===== src/hw/rtl/ste_pkg.sv =====
// ste_pkg: shared types, constants and helpers for the sprite tile expander
// no dependencies; imported by ste_cell_seq and sprite_tile_expander
`default_nettype none

package ste_pkg;

    // position offsets applied before the 9-bit wrap
    localparam logic [8:0]  X_BIAS        = 9'd6;
    localparam logic [8:0]  Y_BIAS        = 9'd10;
    // one cell is 8 pixels on either axis
    localparam logic [8:0]  CELL_STEP     = 9'd8;
    // wrapped position is shown shifted left/up by 8
    localparam logic [9:0]  SCREEN_OFS    = 10'd8;
    // tile code advances by 64 per cell row
    localparam logic [11:0] TILE_ROW_STEP = 12'd64;
    localparam logic [11:0] TILE_COL_STEP = 12'd1;

    // register map (word index)
    typedef enum logic {
        CFG_SCREEN_WIDTH  = 1'b0,
        CFG_SCREEN_HEIGHT = 1'b1
    } cfg_reg_t;

    // one cell draw command, before the visibility test
    typedef struct packed {
        logic [11:0]       tile_code;
        logic [3:0]        palette;
        logic signed [9:0] screen_x;
        logic signed [9:0] screen_y;
        logic              flip_x;
        logic              flip_y;
        logic [6:0]        priority_mask;
        logic              shadow;
        logic              last;
    } ste_cell_t;

    // (1 << level) - 1, kept to 7 bits
    function automatic logic [6:0] prio_mask(input logic [2:0] level);
        logic [7:0] m;
        m = (8'd1 << level) - 8'd1;
        return m[6:0];
    endfunction

endpackage

`default_nettype wire


===== src/hw/rtl/ste_cell_seq.sv =====
// ste_cell_seq: walks the cells of one sprite, one cell per advance
// uses ste_pkg; one shared tile adder and one shared +/-8 position stepper
`default_nettype none

module ste_cell_seq (
    input  wire logic               aclk,
    input  wire logic               aresetn,
    input  wire logic               start,
    input  wire logic [15:0]        y_word,
    input  wire logic [15:0]        tile_word,
    input  wire logic [15:0]        attr_word,
    input  wire logic [15:0]        x_word,
    input  wire logic               advance,
    output logic                    busy,
    output ste_pkg::ste_cell_t      cmd
);
    import ste_pkg::*;

    logic       busy_reg, busy_next;
    logic [2:0] row_reg;
    logic [1:0] col_reg;
    logic [2:0] h_m1_reg;
    logic [1:0] w_m1_reg;
    logic       fx_reg, fy_reg, shadow_reg;
    logic [3:0] pal_reg;
    logic [6:0] pmask_reg;
    logic [11:0] tile_row_reg, tile_reg;
    logic [8:0] x_start_reg, x_reg, y_reg;

    logic       row_end, sprite_end, step;
    logic [8:0] pos_src, pos_res;
    logic       pos_dir;
    logic [11:0] tile_src, tile_inc, tile_res;
    logic [1:0] w_m1_in;
    logic [2:0] h_m1_in;
    logic       fx_in, fy_in;

    assign w_m1_in = attr_word[13:12];
    assign h_m1_in = y_word[14:12];
    assign fx_in   = attr_word[15];
    assign fy_in   = y_word[15];

    assign row_end    = (col_reg == w_m1_reg);
    assign sprite_end = row_end && (row_reg == h_m1_reg);
    assign step       = busy_reg && advance;

    // shared position stepper: y at a row end, x otherwise
    always_comb begin
        pos_src = row_end ? y_reg : x_reg;
        pos_dir = row_end ? fy_reg : fx_reg;
        pos_res = pos_dir ? (pos_src - CELL_STEP) : (pos_src + CELL_STEP);
    end

    // shared tile adder: next row base at a row end, next column otherwise
    always_comb begin
        tile_src = row_end ? tile_row_reg : tile_reg;
        tile_inc = row_end ? TILE_ROW_STEP : TILE_COL_STEP;
        tile_res = tile_src + tile_inc;
    end

    always_comb begin
        busy_next = busy_reg;
        if (start) begin
            busy_next = 1'b1;
        end else if (step && sprite_end) begin
            busy_next = 1'b0;
        end
    end

    // control state
    always_ff @(posedge aclk) begin
        if (!aresetn) begin
            busy_reg <= 1'b0;
        end else begin
            busy_reg <= busy_next;
        end
    end

    // sprite attributes and cell walk
    always_ff @(posedge aclk) begin
        if (start) begin
            w_m1_reg     <= w_m1_in;
            h_m1_reg     <= h_m1_in;
            fx_reg       <= fx_in;
            fy_reg       <= fy_in;
            shadow_reg   <= attr_word[14];
            pal_reg      <= attr_word[7:4];
            pmask_reg    <= prio_mask(attr_word[2:0]);
            row_reg      <= 3'd0;
            col_reg      <= 2'd0;
            tile_row_reg <= tile_word[11:0];
            tile_reg     <= tile_word[11:0];
            x_start_reg  <= x_word[8:0] + X_BIAS
                            + (fx_in ? {4'd0, w_m1_in, 3'd0} : 9'd0);
            x_reg        <= x_word[8:0] + X_BIAS
                            + (fx_in ? {4'd0, w_m1_in, 3'd0} : 9'd0);
            y_reg        <= y_word[8:0] + Y_BIAS
                            + (fy_in ? {3'd0, h_m1_in, 3'd0} : 9'd0);
        end else if (step && !sprite_end) begin
            if (row_end) begin
                row_reg      <= row_reg + 3'd1;
                col_reg      <= 2'd0;
                tile_row_reg <= tile_res;
                tile_reg     <= tile_res;
                x_reg        <= x_start_reg;
                y_reg        <= pos_res;
            end else begin
                col_reg  <= col_reg + 2'd1;
                tile_reg <= tile_res;
                x_reg    <= pos_res;
            end
        end
    end

    // current cell command
    always_comb begin
        cmd.tile_code     = tile_reg;
        cmd.palette       = pal_reg;
        cmd.screen_x      = {1'b0, x_reg} - SCREEN_OFS;
        cmd.screen_y      = {1'b0, y_reg} - SCREEN_OFS;
        cmd.flip_x        = fx_reg;
        cmd.flip_y        = fy_reg;
        cmd.priority_mask = pmask_reg;
        cmd.shadow        = shadow_reg;
        cmd.last          = sprite_end;
    end

    assign busy = busy_reg;

    // a new sprite always starts the walk
    a_start_busy: assert property (@(posedge aclk) disable iff (!aresetn)
        start |=> busy_reg)
        else $error("walk not running after start");

    // the walk only ends after the final cell was taken
    a_end_on_last: assert property (@(posedge aclk) disable iff (!aresetn)
        $fell(busy_reg) |-> $past(advance && sprite_end))
        else $error("walk ended before final cell");

    // counters stay inside the sprite
    a_in_range: assert property (@(posedge aclk) disable iff (!aresetn)
        busy_reg |-> (row_reg <= h_m1_reg) && (col_reg <= w_m1_reg))
        else $error("cell counter out of range");

    // tile code tracks row base plus column
    a_tile_track: assert property (@(posedge aclk) disable iff (!aresetn)
        busy_reg |-> (tile_reg == tile_row_reg + {10'd0, col_reg}))
        else $error("tile code out of step with column");

endmodule

`default_nettype wire


===== src/hw/rtl/sprite_tile_expander.sv =====
// sprite_tile_expander: top level, config registers, visibility test, output word
// uses ste_pkg and ste_cell_seq
//
// Usage: one sprite record enters on the s_ stream as a single 64-bit word
// (y_word, tile_word, attr_word, x_word from the low bits up). It expands into
// width*height cell words on the m_ stream, row by row and column by column,
// with m_tlast set on the final cell. A sprite is 1 to 4 cells wide and 1 to 8
// tall, so it yields 1 to 32 words.
// The first cell word of a record goes through the sequencer's cell registers
// and then the output register. Throughput: one cell word per cycle while
// m_tready is high; s_tready is low while a sprite is walked, so a new record is
// taken only after the walk ends. The cell sequencer steps one cell per cycle,
// unless paused, through its shared tile adder and position stepper.
// When m_tready is low the current word holds in the output register and the
// walk pauses; the next record is taken while the final word still waits.
// screen_width and screen_height sit at APB byte addresses 0 and 4 and should
// be written only while idle.
// Reset (aresetn low, synchronous) empties the output register, stops any walk
// and returns the screen size to 304 by 256.
`default_nettype none

module sprite_tile_expander (
    input  wire logic        aclk,
    input  wire logic        aresetn,
    // apb configuration
    input  wire logic        psel,
    input  wire logic        penable,
    input  wire logic        pwrite,
    input  wire logic [2:0]  paddr,
    input  wire logic [31:0] pwdata,
    output logic [31:0]      prdata,
    output logic             pready,
    // sprite record in
    input  wire logic        s_tvalid,
    output logic             s_tready,
    // y_word[15:0], tile_word[31:16], attr_word[47:32], x_word[63:48]
    input  wire logic [63:0] s_tdata,
    // cell command out
    output logic             m_tvalid,
    input  wire logic        m_tready,
    // tile_code[11:0], palette[15:12], screen_x[25:16], screen_y[35:26],
    // flip_x[36], flip_y[37], priority_mask[44:38], shadow[45], visible[46]
    output logic [47:0]      m_tdata,
    output logic             m_tlast
);
    import ste_pkg::*;

    logic [9:0]  width_reg, height_reg;
    logic        cfg_write;
    logic        start, busy, advance;
    ste_cell_t   cmd;
    logic signed [10:0] sx_ext, sy_ext, w_ext, h_ext;
    logic        visible;
    logic        m_valid_reg;
    logic [47:0] m_data_reg;
    logic        m_last_reg;

    // apb write and read
    assign pready    = 1'b1;
    assign cfg_write = psel && penable && pwrite && pready;

    always_ff @(posedge aclk) begin
        if (!aresetn) begin
            width_reg  <= 10'd304;
            height_reg <= 10'd256;
        end else if (cfg_write) begin
            case (cfg_reg_t'(paddr[2]))
                CFG_SCREEN_WIDTH:  width_reg  <= pwdata[9:0];
                CFG_SCREEN_HEIGHT: height_reg <= pwdata[9:0];
                default:           width_reg  <= width_reg;
            endcase
        end
    end

    always_comb begin
        case (cfg_reg_t'(paddr[2]))
            CFG_SCREEN_WIDTH:  prdata = {22'd0, width_reg};
            CFG_SCREEN_HEIGHT: prdata = {22'd0, height_reg};
            default:           prdata = 32'd0;
        endcase
    end

    // input handshake
    assign s_tready = !busy;
    assign start    = s_tvalid && s_tready;
    assign advance  = busy && (!m_valid_reg || m_tready);

    ste_cell_seq u_seq (
        .aclk      (aclk),
        .aresetn   (aresetn),
        .start     (start),
        .y_word    (s_tdata[15:0]),
        .tile_word (s_tdata[31:16]),
        .attr_word (s_tdata[47:32]),
        .x_word    (s_tdata[63:48]),
        .advance   (advance),
        .busy      (busy),
        .cmd       (cmd)
    );

    // all-or-nothing visibility against the screen size
    always_comb begin
        sx_ext  = {cmd.screen_x[9], cmd.screen_x};
        sy_ext  = {cmd.screen_y[9], cmd.screen_y};
        w_ext   = {1'b0, width_reg};
        h_ext   = {1'b0, height_reg};
        visible = (sx_ext > -11'sd8) && (sy_ext > -11'sd8)
                  && (sx_ext < w_ext) && (sy_ext < h_ext);
    end

    // output register
    always_ff @(posedge aclk) begin
        if (!aresetn) begin
            m_valid_reg <= 1'b0;
        end else if (advance) begin
            m_valid_reg <= 1'b1;
        end else if (m_tready) begin
            m_valid_reg <= 1'b0;
        end
    end

    always_ff @(posedge aclk) begin
        if (advance) begin
            m_data_reg <= {1'b0, visible, cmd.shadow, cmd.priority_mask,
                           cmd.flip_y, cmd.flip_x, cmd.screen_y, cmd.screen_x,
                           cmd.palette, cmd.tile_code};
            m_last_reg <= cmd.last;
        end
    end

    assign m_tvalid = m_valid_reg;
    assign m_tdata  = m_data_reg;
    assign m_tlast  = m_last_reg;

endmodule

`default_nettype wire

===== config.mk =====
export PLATFORM = sky130hd
export DESIGN_NAME = sprite_tile_expander
export DESIGN_NICKNAME = d
export VERILOG_FILES = /design/src/hw/rtl/ste_pkg.sv /design/src/hw/rtl/ste_cell_seq.sv /design/src/hw/rtl/sprite_tile_expander.sv
export SDC_FILE = /design/constraint.sdc
export NUM_CORES = 1
export LEC_CHECK = 0
export BUFFER_PORTS_ARGS = -buffer_cell sky130_fd_sc_hd__clkbuf_2
export CAP_MARGIN = 15
export CORE_ASPECT_RATIO = 1.5
export CORE_UTILIZATION = 34
export DETAILED_ROUTE_END_ITERATION = 16
export SYNTH_ARGS = -nofsm -noshare
export SYNTH_HDL_FRONTEND = slang
export SYNTH_SLANG_ARGS = --single-unit

===== constraint.sdc =====
create_clock -name aclk -period 3.6 [get_ports aclk]
set_clock_uncertainty 0.1 [all_clocks]
set_input_delay 0.36 -clock aclk [delete_from_list [all_inputs] [get_ports aclk]]
set_output_delay 0.36 -clock aclk [all_outputs]
set_load 0.005 [all_outputs]

After elaboration in Yosys (flattened, before gate mapping)
Index checks and enable logic that the tools add are counted.

operators by class
  shifts and indexed selects = 1
  bitwise logic cells = 1
  muxes and demuxes = 24
  $lt $le $gt $ge = 4
  reductions and logical operators = 23
  equality and inequality tests = 2
  add/sub/neg operators = 12

operators with widths
  cell                                                            count
  2-to-1 mux 12 bit                                               6
  2-to-1 mux 9 bit                                                8
  one-hot mux 32 bit (2 select lines)                             1
  < comparator 10 x 11 -> 1 bit                                   2
  greater-than comparator 10 x 4 -> 1 bit, second input constant  2
  subtractor 9 x 4 -> 10 bit, second input constant               2
  adder 9 x 4 -> 9 bit, second input constant                     2
  adder 9 bit                                                     2
  adder 12 bit                                                    1
  logical AND 1 bit                                               11
  adder 9 x 3 -> 9 bit, second input constant                     1
  subtractor 9 x 4 -> 9 bit, second input constant                1
  AND reduction 2 bit                                             4
  nonzero test 2 bit                                              4
  2-to-1 mux 7 bit                                                1
  left shift 1 x 3 -> 7 bit, first input constant                 1
  subtractor 7 x 1 -> 7 bit, second input constant                1
  2-to-1 mux 6 bit                                                1
  2-to-1 mux 1 bit                                                5
  2-to-1 mux 5 bit                                                1
  adder 3 x 1 -> 3 bit, second input constant                     1
  equality test 3 bit                                             1
  logical NOT 1 bit                                               3
  adder 2 x 1 -> 2 bit, second input constant                     1
  4 further kinds                                                 4

storage, ports and cells
  output and inout port bits = 84
  bits of input ports = 106
  logic and storage cells = 87
  flip-flop bits (word level) = 145

Depth between registers and ports, before layout
Gate-level depths: netlist (run 1).

  depth in word-level cells = 7
  depth in mapped cells = 14
  gate-level depth less buffers = 12

Hierarchy
Synthesis (run 1) repeated with hierarchy kept, for this count alone.

unflattened totals
  cells, all modules = 667
  area, all modules = 7387.1 µm²

by module, submodules not included
  module                times used  cells an instance  area each (µm²)  sequential area each (µm²)
  ste_cell_seq          1           413                4395.5           2222.1
  sprite_tile_expander  1           254                2991.6           1861.8

Worst setup path after synthesis (run 1)
OpenSTA, ideal clock, no wires.

  path kind = flip-flop to flip-flop
  start = register u_seq.w_m1_reg[1]
  end = register u_seq.x_reg[7], data pin
  data required time = 3.240 ns
  setup time = 0.260 ns
  setup slack = 0.355 ns
  buffers on the path = 2
  cell stages (with the launch flop) = 13
  data arrival time = 2.885 ns
  clock period less this slack = 3.245 ns
  cells stage by stage = edfxtp_1 > xor2_2 > nor2_2 > buf_6 > buf_2 > mux2i_1 > inv_1 > ha_1 > a21o_1 > a21oi_1 > xnor2_1 > mux2_2 > mux2_2

between the ends
  longest elaborated chain between the ends = 7
  elaborated cells on any way between the ends = 9
  those cells by class = 2 x add/sub; 1 x eq/ne; 6 x mux

ends and longest elaborated chain
  element                                                                   RTL line             source
  from (decl)                                                               ste_cell_seq.sv:23   logic [1:0] w_m1_reg;
  from (signal assigned)                                                    ste_cell_seq.sv:82   w_m1_reg <= w_m1_in;
  equality test 2 bit (*)                                                   ste_cell_seq.sv:43   assign row_end = (col_reg == w_m1_reg);
  2-to-1 mux 9 bit                                                          ste_cell_seq.sv:49   pos_src = row_end ? y_reg : x_reg;
  adder 9 x 4 -> 9 bit / subtractor 9 x 4 -> 9 bit (equally long branches)  ste_cell_seq.sv:51   pos_res = pos_dir ? (pos_src - CELL_STEP) : (pos_src + CELL_STEP);
  2-to-1 mux 9 bit                                                          ste_cell_seq.sv:51
  2-to-1 mux 9 bit (*)                                                      ste_cell_seq.sv:100  if (row_end) begin
  2-to-1 mux 9 bit (*)                                                      ste_cell_seq.sv:99   end else if (step && !sprite_end) begin
  2-to-1 mux 9 bit (*)                                                      ste_cell_seq.sv:81   if (start) begin
  to (signal assigned)                                                      ste_cell_seq.sv:95   x_reg <= x_word[8:0] + X_BIAS
  to (signal assigned)                                                      ste_cell_seq.sv:105  x_reg <= x_start_reg;
  to (signal assigned)                                                      ste_cell_seq.sv:110  x_reg <= pos_res;
  to (decl)                                                                 ste_cell_seq.sv:28   logic [8:0] x_start_reg, x_reg, y_reg;

Mark *: on every way between the ends. The rest lies on a longest branch, timed or not. The select of a mux whose other input is x is not followed.
A chain may end at the register's enable or synchronous reset.

Worst setup path after layout (run 1)
  start = register u_seq.w_m1_reg[1]
  end = register u_seq.tile_reg[10], data pin

between the ends
  longest elaborated chain between the ends = 5
  elaborated cells on any way between the ends = 6
  those cells by class = 1 x add/sub; 1 x eq/ne; 4 x mux

ends and longest elaborated chain
  element                                                       RTL line                                source
  equality test 2 bit (*)                                       ste_cell_seq.sv:43
  2-to-1 mux 12 bit / 2-to-1 mux 7 bit (equally long branches)  ste_cell_seq.sv:56, ste_cell_seq.sv:57
  adder 12 bit (*)                                              ste_cell_seq.sv:58                      tile_res = tile_src + tile_inc;
  2-to-1 mux 12 bit (*)                                         ste_cell_seq.sv:99
  2-to-1 mux 12 bit (*)                                         ste_cell_seq.sv:81
  to (signal assigned)                                          ste_cell_seq.sv:92                      tile_reg <= tile_word[11:0];
  to (signal assigned)                                          ste_cell_seq.sv:104                     tile_reg <= tile_res;
  to (signal assigned)                                          ste_cell_seq.sv:109                     tile_reg <= tile_res;
  to (decl)                                                     ste_cell_seq.sv:27                      logic [11:0] tile_row_reg, tile_reg;

Marked as above.

==> impl_metrics.toml, run 1 <==
[min_path]
holdPathStages = 1
min_path_type = "in2reg"
min_to = "u_seq.pal_reg[2]"
hold_start = "s_tdata[38]"

[global_routing]
met3_usage_pct = 2.75
met1_usage_pct = 17.9
grt.total_usage_pct = 15.4
use_met2_pct = 27.3
grt_pass1_vias = 4827
grt_max_degree = 50
grt_overflow = 0
grt.busiest_layer = "met2"
grt_pass1_wl_um = 25400
grt_antenna_before_repair = 1

[run]
drv_cap = 0

[synth]
syn_area_per_cell_um2 = 11.3
syn_inst = 639
synth-edff-count = 118
ys_ff_latch = 145
synthesis.area_um2 = 7190
yosysSeqAreaShare_pct = 56.8
synth-main-ff-cell = "edfxtp_1"
synthTopCellsByArea = "edfxtp_1, dfxtp_1, ha_1, nand2_1, xor2_1"
yosysTopAreaCell = "edfxtp_1"
synth_top_area_share_pct = 49.3
yosysWarnings = 0
synth_cell_type_count = 64
synthArstFlopShare_pct = 0

[cts]
cts-root-buf = "clkbuf_16"
cts_tree = "built"
clock_latency_ns = 0.42
cts_resized = 0
cts_sinks = 145
htreeDepth = 4
numCtsBuffers = 17
clk_pin_slew_ns = 0.07
clock_path_buffers = 2

[layout]
syn_to_final_growth_pct = 19.5
layoutNonFillerInstCount = 1046
diodes = 0
nets = 911
final_util_pct = 41.8
largest_reg_flops = 47
layout_commonest_cell = "clkbuf_2"
layout_common_cells = "clkbuf_2, edfxtp_1, nand2_1, inv_1, ha_1"
drive_above_1_share_pct = 23.1
final_area_um2 = 8600

[floorplanning]
num_rows = 64
fp.dieArea_um2 = 21800
initial_utilization_pct = 35.0
die_w_um = 121
die_h_um = 180
ios = 190
core_region_area_um2 = 20600

[power]
leakage_nw = 3.53
powerDensity_nw_per_um2 = 642
ir_drop_v = 0.000342

[route]
dr.pass1.iters = 4
viasPerCell = 4.72
wirelength_um = 15900
drt_iter0_drc = 241
num_vias = 4933
ant_nets = 0
route.detailed.drc = 0
drt-wirelength-per-cell_um = 15.2

[placement]
postPlaceCellArea_um2 = 8000
dpl.hpwl_um = 11500
portBuffers = 122
dp_cells = 1010
gp_congestion = 0.757

[timing]
rsz0062_at_grt = "no"
relSlewSlack_pct = 41.3
min_period_over_period_pct = 86.0
worst_pin_slew_ns = 0.878
fmax_ghz = 0.323
hold_violations = 0
setup_viol = 0
period_needed_ns = 3.10
tns_ns = 0
final_max_slew_viol_count = 0

[setup_path]
critPathKind = "reg2reg"
reg2regPathDepth = 12
end_kind = "register"
crit_arrival_ns = 3.13
r2r-start = "u_seq.w_m1_reg[1]"
cp-start-kind = "register"
critPathMaxFanout = 17
timing.rr.end = "u_seq.tile_reg[10]"
cp.required_ns = 3.64
rrSetupSlack_ns = 0.50

[status]
status = "complete, no violations"
[cell type report]
cell class                      count  area (µm²)
Inverter                           37         139
Clock inverter                      8        50.0
Sequential cell                   145        4080
Clock buffer                       24         515
Tap cell                          264         330
Timing Repair Buffer              133         703
Multi-Input combinational cell    435        2780
Fill cell                        1997       12000
[cells by family (layout without fill, tap and decap cells)]
kind of cell / Yosys count / count (layout) / share of synthesized area, %
AO/OA/AOI/OAI: 113 / 113 / 10.5
XOR/XNOR: 45 / 45 / 5.58
adder cells (fa/ha/maj): 36 / 36 / 6.37
buffers and inverters: 81 / 202 / 5.76
flip-flops: 145 / 145 / 56.8
multiplexers: 14 / 14 / 2.03
other: 2 / 24 / 0.104
AND/OR/NAND/NOR: 203 / 203 / 12.9
[where the power goes]
part           switching (mW)  internal [mW]  total, mW
Sequential              0.194           2.18       2.38
Combinational           0.832          0.630       1.46
Clock                   0.675           1.00       1.68
Total                    1.70           3.82       5.52
[worst max-delay path, stage by stage (launching register included)]
cell	delay [ns]
edfxtp_1	0.44
xnor2_1	0.27
nand2_2	0.29
buf_4	0.28
nand2_1	0.07
nand2_1	0.05
ha_1	0.24
and3_1	0.21
a21o_1	0.21
and3_1	0.17
a41oi_1	0.21
xnor2_1	0.15
a21oi_1	0.10
[worst max path at each step]
stage	from	to	slack [ns]
final	u_seq.w_m1_reg[1]	u_seq.tile_reg[10]	0.50
after global routing	u_seq.w_m1_reg[1]	u_seq.tile_row_reg[10]	0.33
after CTS	u_seq.w_m1_reg[1]	u_seq.tile_reg[10]	0.49
after detailed placement	u_seq.w_m1_reg[1]	u_seq.tile_row_reg[10]	0.53
after global placement	u_seq.w_m1_reg[1]	u_seq.tile_row_reg[10]	0.58
after floorplan	u_seq.w_m1_reg[1]	u_seq.x_reg[7]	0.35
[cell usage after synthesis, types with 2 or more instances]
library cell  count
buf_4            24
o211ai_1          4
a211oi_1          2
nand2b_1          7
clkbuf_1         12
nor2_1           33
and3_1            7
a21oi_2           2
nand2_1         103
buf_6             2
nor3_1           10
edfxtp_1        118
or3_1             2
a21o_1            7
nor2b_1           3
nand3_1          12
mux2_2            5
or2_2             2
conb_1            2
a21oi_1          24
o21ai_0          27
nand4_1           6
a31oi_1           5
a21boi_0         18
buf_2             4
nor4_1            2
mux2i_1           9
xnor2_1          21
and2_1            8
xor2_1           23
dfxtp_1          27
inv_1            37
o21ai_1           3
ha_1             35
o21a_1            3
buf_1             2
[repair_timing]
item | 4_1_cts | 5_1_grt
hold buffers | 4 | 0
setup buffers | 0 | 0
hold endpoints to repair | 4 | 0
[through the flow]
stage / hold slack [ns] / total power [mW] / setup WS [ns]
CTS: 0.00719 / 5.59 / 0.492
global route: 0.00505 / 5.86 / 0.327
floorplan: 0.300 / 3.44 / 0.355
finish: 0.0315 / 5.52 / 0.504
global placement: 0.301 / 3.86 / 0.583
detailed placement: 0.305 / 3.89 / 0.527
[layer usage]
layer | routed length, µm | vias to the layer above
met5 | 0 | -
met4 | 317 | 0
met3 | 497 | 16
met2 | 8460 | 107
met1 | 6630 | 2345
li1 | - | 2465
(Power assumes the default switching activity.)
==> inputs of run 2 (changes only) <==
- CTS_BUF_LIST: not set -> sky130_fd_sc_hd__clkbuf_8
- SYNTH_HIERARCHICAL: not set -> 1
==> impl_metrics.toml, run 2 <==
[synth]
yosysSeqAreaShare_pct = 55.3
synthArstFlopShare_pct = 0
synth_mux_area_share_pct = 2.93
synth_cell_type_count = 57
synth_top_area_share_pct = 48.0
synth-edff-count = 118
synthTopCellsByArea = "edfxtp_1, dfxtp_1, ha_1, nand2_1, buf_4"
yosysWarnings = 6
yosysMostFrequentCell = "edfxtp_1"
syn_area_per_cell_um2 = 11.1
yosysTopAreaCell = "edfxtp_1"
synthXorXnorAreaFrac_pct = 5.57
synthTopCellsByCount = "edfxtp_1, nand2_1, o21ai_0, inv_1, buf_4"
ys_ff_latch = 145
syn_inst = 667
synth-simple-area-share_pct = 12.8
synth_top_family_by_area = "simple AND/OR/NAND/NOR gates"
synth_compound_area_share_pct = 11.0
synthesis.area_um2 = 7390
synthAdderAreaFrac_pct = 5.59
synth-main-ff-cell = "edfxtp_1"

[cts]
clock_path_buffers = 2
cts_sinks = 145
clock_latency_ns = 0.45
numCtsBuffers = 17
cts-root-buf = "clkbuf_8"
postCtsSetupBuffers = 0
cts_tree = "built"
htreeDepth = 4
clk_pin_slew_ns = 0.09

[route]
wirelength_um = 16600
ant_nets = 0
route.detailed.drc = 0
dr.pass1.iters = 5
viasPerCell = 4.83
drt_iter0_drc = 243
drt-wirelength-per-cell_um = 15.5
num_vias = 5185

[layout]
nets = 931
diodes = 0
num-fill-cells = 2071
layout_common_cells = "clkbuf_2, edfxtp_1, nand2_1, inv_1, o21ai_0"
layoutNonFillerInstCount = 1073
drive_above_1_share_pct = 22.4
final_area_um2 = 8630
syn_to_final_growth_pct = 16.8
largest_reg_flops = 47
layout_commonest_cell = "clkbuf_2"

[floorplanning]
initial_utilization_pct = 34.9
core_region_area_um2 = 21100
die_h_um = 183
fp.dieArea_um2 = 22300
ios = 190
num_rows = 65
die_w_um = 122

[power]
ir_drop_v = 0.000223
leakage_nw = 3.45
powerDensity_nw_per_um2 = 488

[min_path]
min_to = "u_seq/fy_reg"
hold_start = "s_tdata[15]"
min_path_type = "in2reg"
holdPathStages = 1

[setup_path]
critPathMaxFanout = 8
critPathKind = "reg2reg"
rrSetupSlack_ns = 0.29
timing.rr.end = "u_seq/x_reg[6]"
r2r-start = "u_seq/w_m1_reg[1]"
end_kind = "register"
cp-start-kind = "register"
crit_arrival_ns = 3.41
reg2regPathDepth = 10
cp.required_ns = 3.70

[placement]
dpl_worst_slack_ns = 0.341
postPlaceCellArea_um2 = 8150
dp_cells = 1031
dpl.hpwl_um = 12300
gp_congestion = 0.850
portBuffers = 122

[timing]
hold_slack_ns = 0.0344
setup_slack_ns = 0.291
setup_viol = 0
fmax_ghz = 0.302
hold_violations = 0
period_needed_ns = 3.31
relSlewSlack_pct = 40.9
worst_pin_slew_ns = 0.884
tns_ns = 0
min_period_over_period_pct = 91.9
rsz0062_at_grt = "no"
final_max_slew_viol_count = 0

[global_routing]
grt_pass1_vias = 5021
grt.total_usage_pct = 15.3
grt_max_degree = 50
grt_pass1_wl_um = 25800
grt_overflow = 0
grt_antenna_before_repair = 0

[run]
drv_cap = 0

[status]
status = "complete, no violations"
==> run 2: cell count changes in the layout (fill, tap and decap cells not counted), moves of 6 or more <==
cell           before  now
o211ai_1            4   10
mux2i_1             9   16
dlygate4sd3_1       4   10
nand2_1           103   96
nor2_1             33   27
o21ai_0            27   35
clkbuf_16          20    0
clkbuf_8            0   17
nor3_1             10   18
==> run 2: layout make-up <==
type	count	area (µm²)	area share (%)
Tap cell	268	335	3.89
Sequential cell	145	4080	47.3
Inverter	35	131	1.52
Timing Repair Buffer	143	793	9.19
Clock buffer	17	234	2.71
Multi-Input combinational cell	450	2900	33.7
Clock inverter	15	148	1.71
==> run 2: kinds of logic (layout without fill, tap and decap cells) <==
logic type,after synthesis,count (layout)
simple gates,202,202
flops,145,145
compound gates,126,126
buf+inv,94,210
xor+xnor,44,44
fa+ha+maj,33,33
mux,21,21
other cells,2,24
==> run 2: repair_timing <==
action                                 CTS  global route
hold buffers                            10             0
resized for setup                        0             0
endpoints found under the hold margin   10             0
==> run 2: how the worst max path moves through the flow <==
stage	startpoint	to	depth (start not counted)
global placement	u_seq/w_m1_reg[1]	u_seq/x_reg[6]	10
floorplan	m_tready	u_seq/tile_reg[0]	4
CTS	u_seq/w_m1_reg[1]	u_seq/x_reg[6]	10
global route	u_seq/w_m1_reg[1]	u_seq/x_reg[6]	10
finish	u_seq/w_m1_reg[1]	u_seq/x_reg[6]	10
detailed placement	u_seq/w_m1_reg[1]	u_seq/x_reg[6]	10
==> run 2: where the power goes <==
group / leakage (nW) / internal [mW] / switching, mW
registers: 1.34 / 2.03 / 0.113
clock network: 0.190 / 0.610 / 0.637
logic: 1.92 / 0.346 / 0.480
==> run 2: critical path: stages (launching register included) <==
cell and delay (ns):
edfxtp_1 0.48, xnor2_1 0.40, a21boi_1 0.18, or2_1 0.32, ha_1 0.42, o21ai_0 0.14
a21oi_1 0.07, o32ai_1 0.28, o31a_1 0.26, xor2_1 0.09, a221o_1 0.33
==> run 2: metrics by stage <==
stage	utilization, %	power, mW
global route	40.8	4.44
detailed placement	38.5	3.00
floorplan	-	2.74
global placement	38.5	2.98
finish	40.8	4.21
CTS	40.8	4.27
==> run 2: routing by layer <==
metal / GRT usage, % / up-vias / wire length, µm
li1: - / 2577 / -
met1: 18.2 / 2446 / 7180
met2: 26.7 / 139 / 8500
met3: 2.28 / 23 / 582
met4: 6.88 / 0 / 386
met5: 0 / - / 0
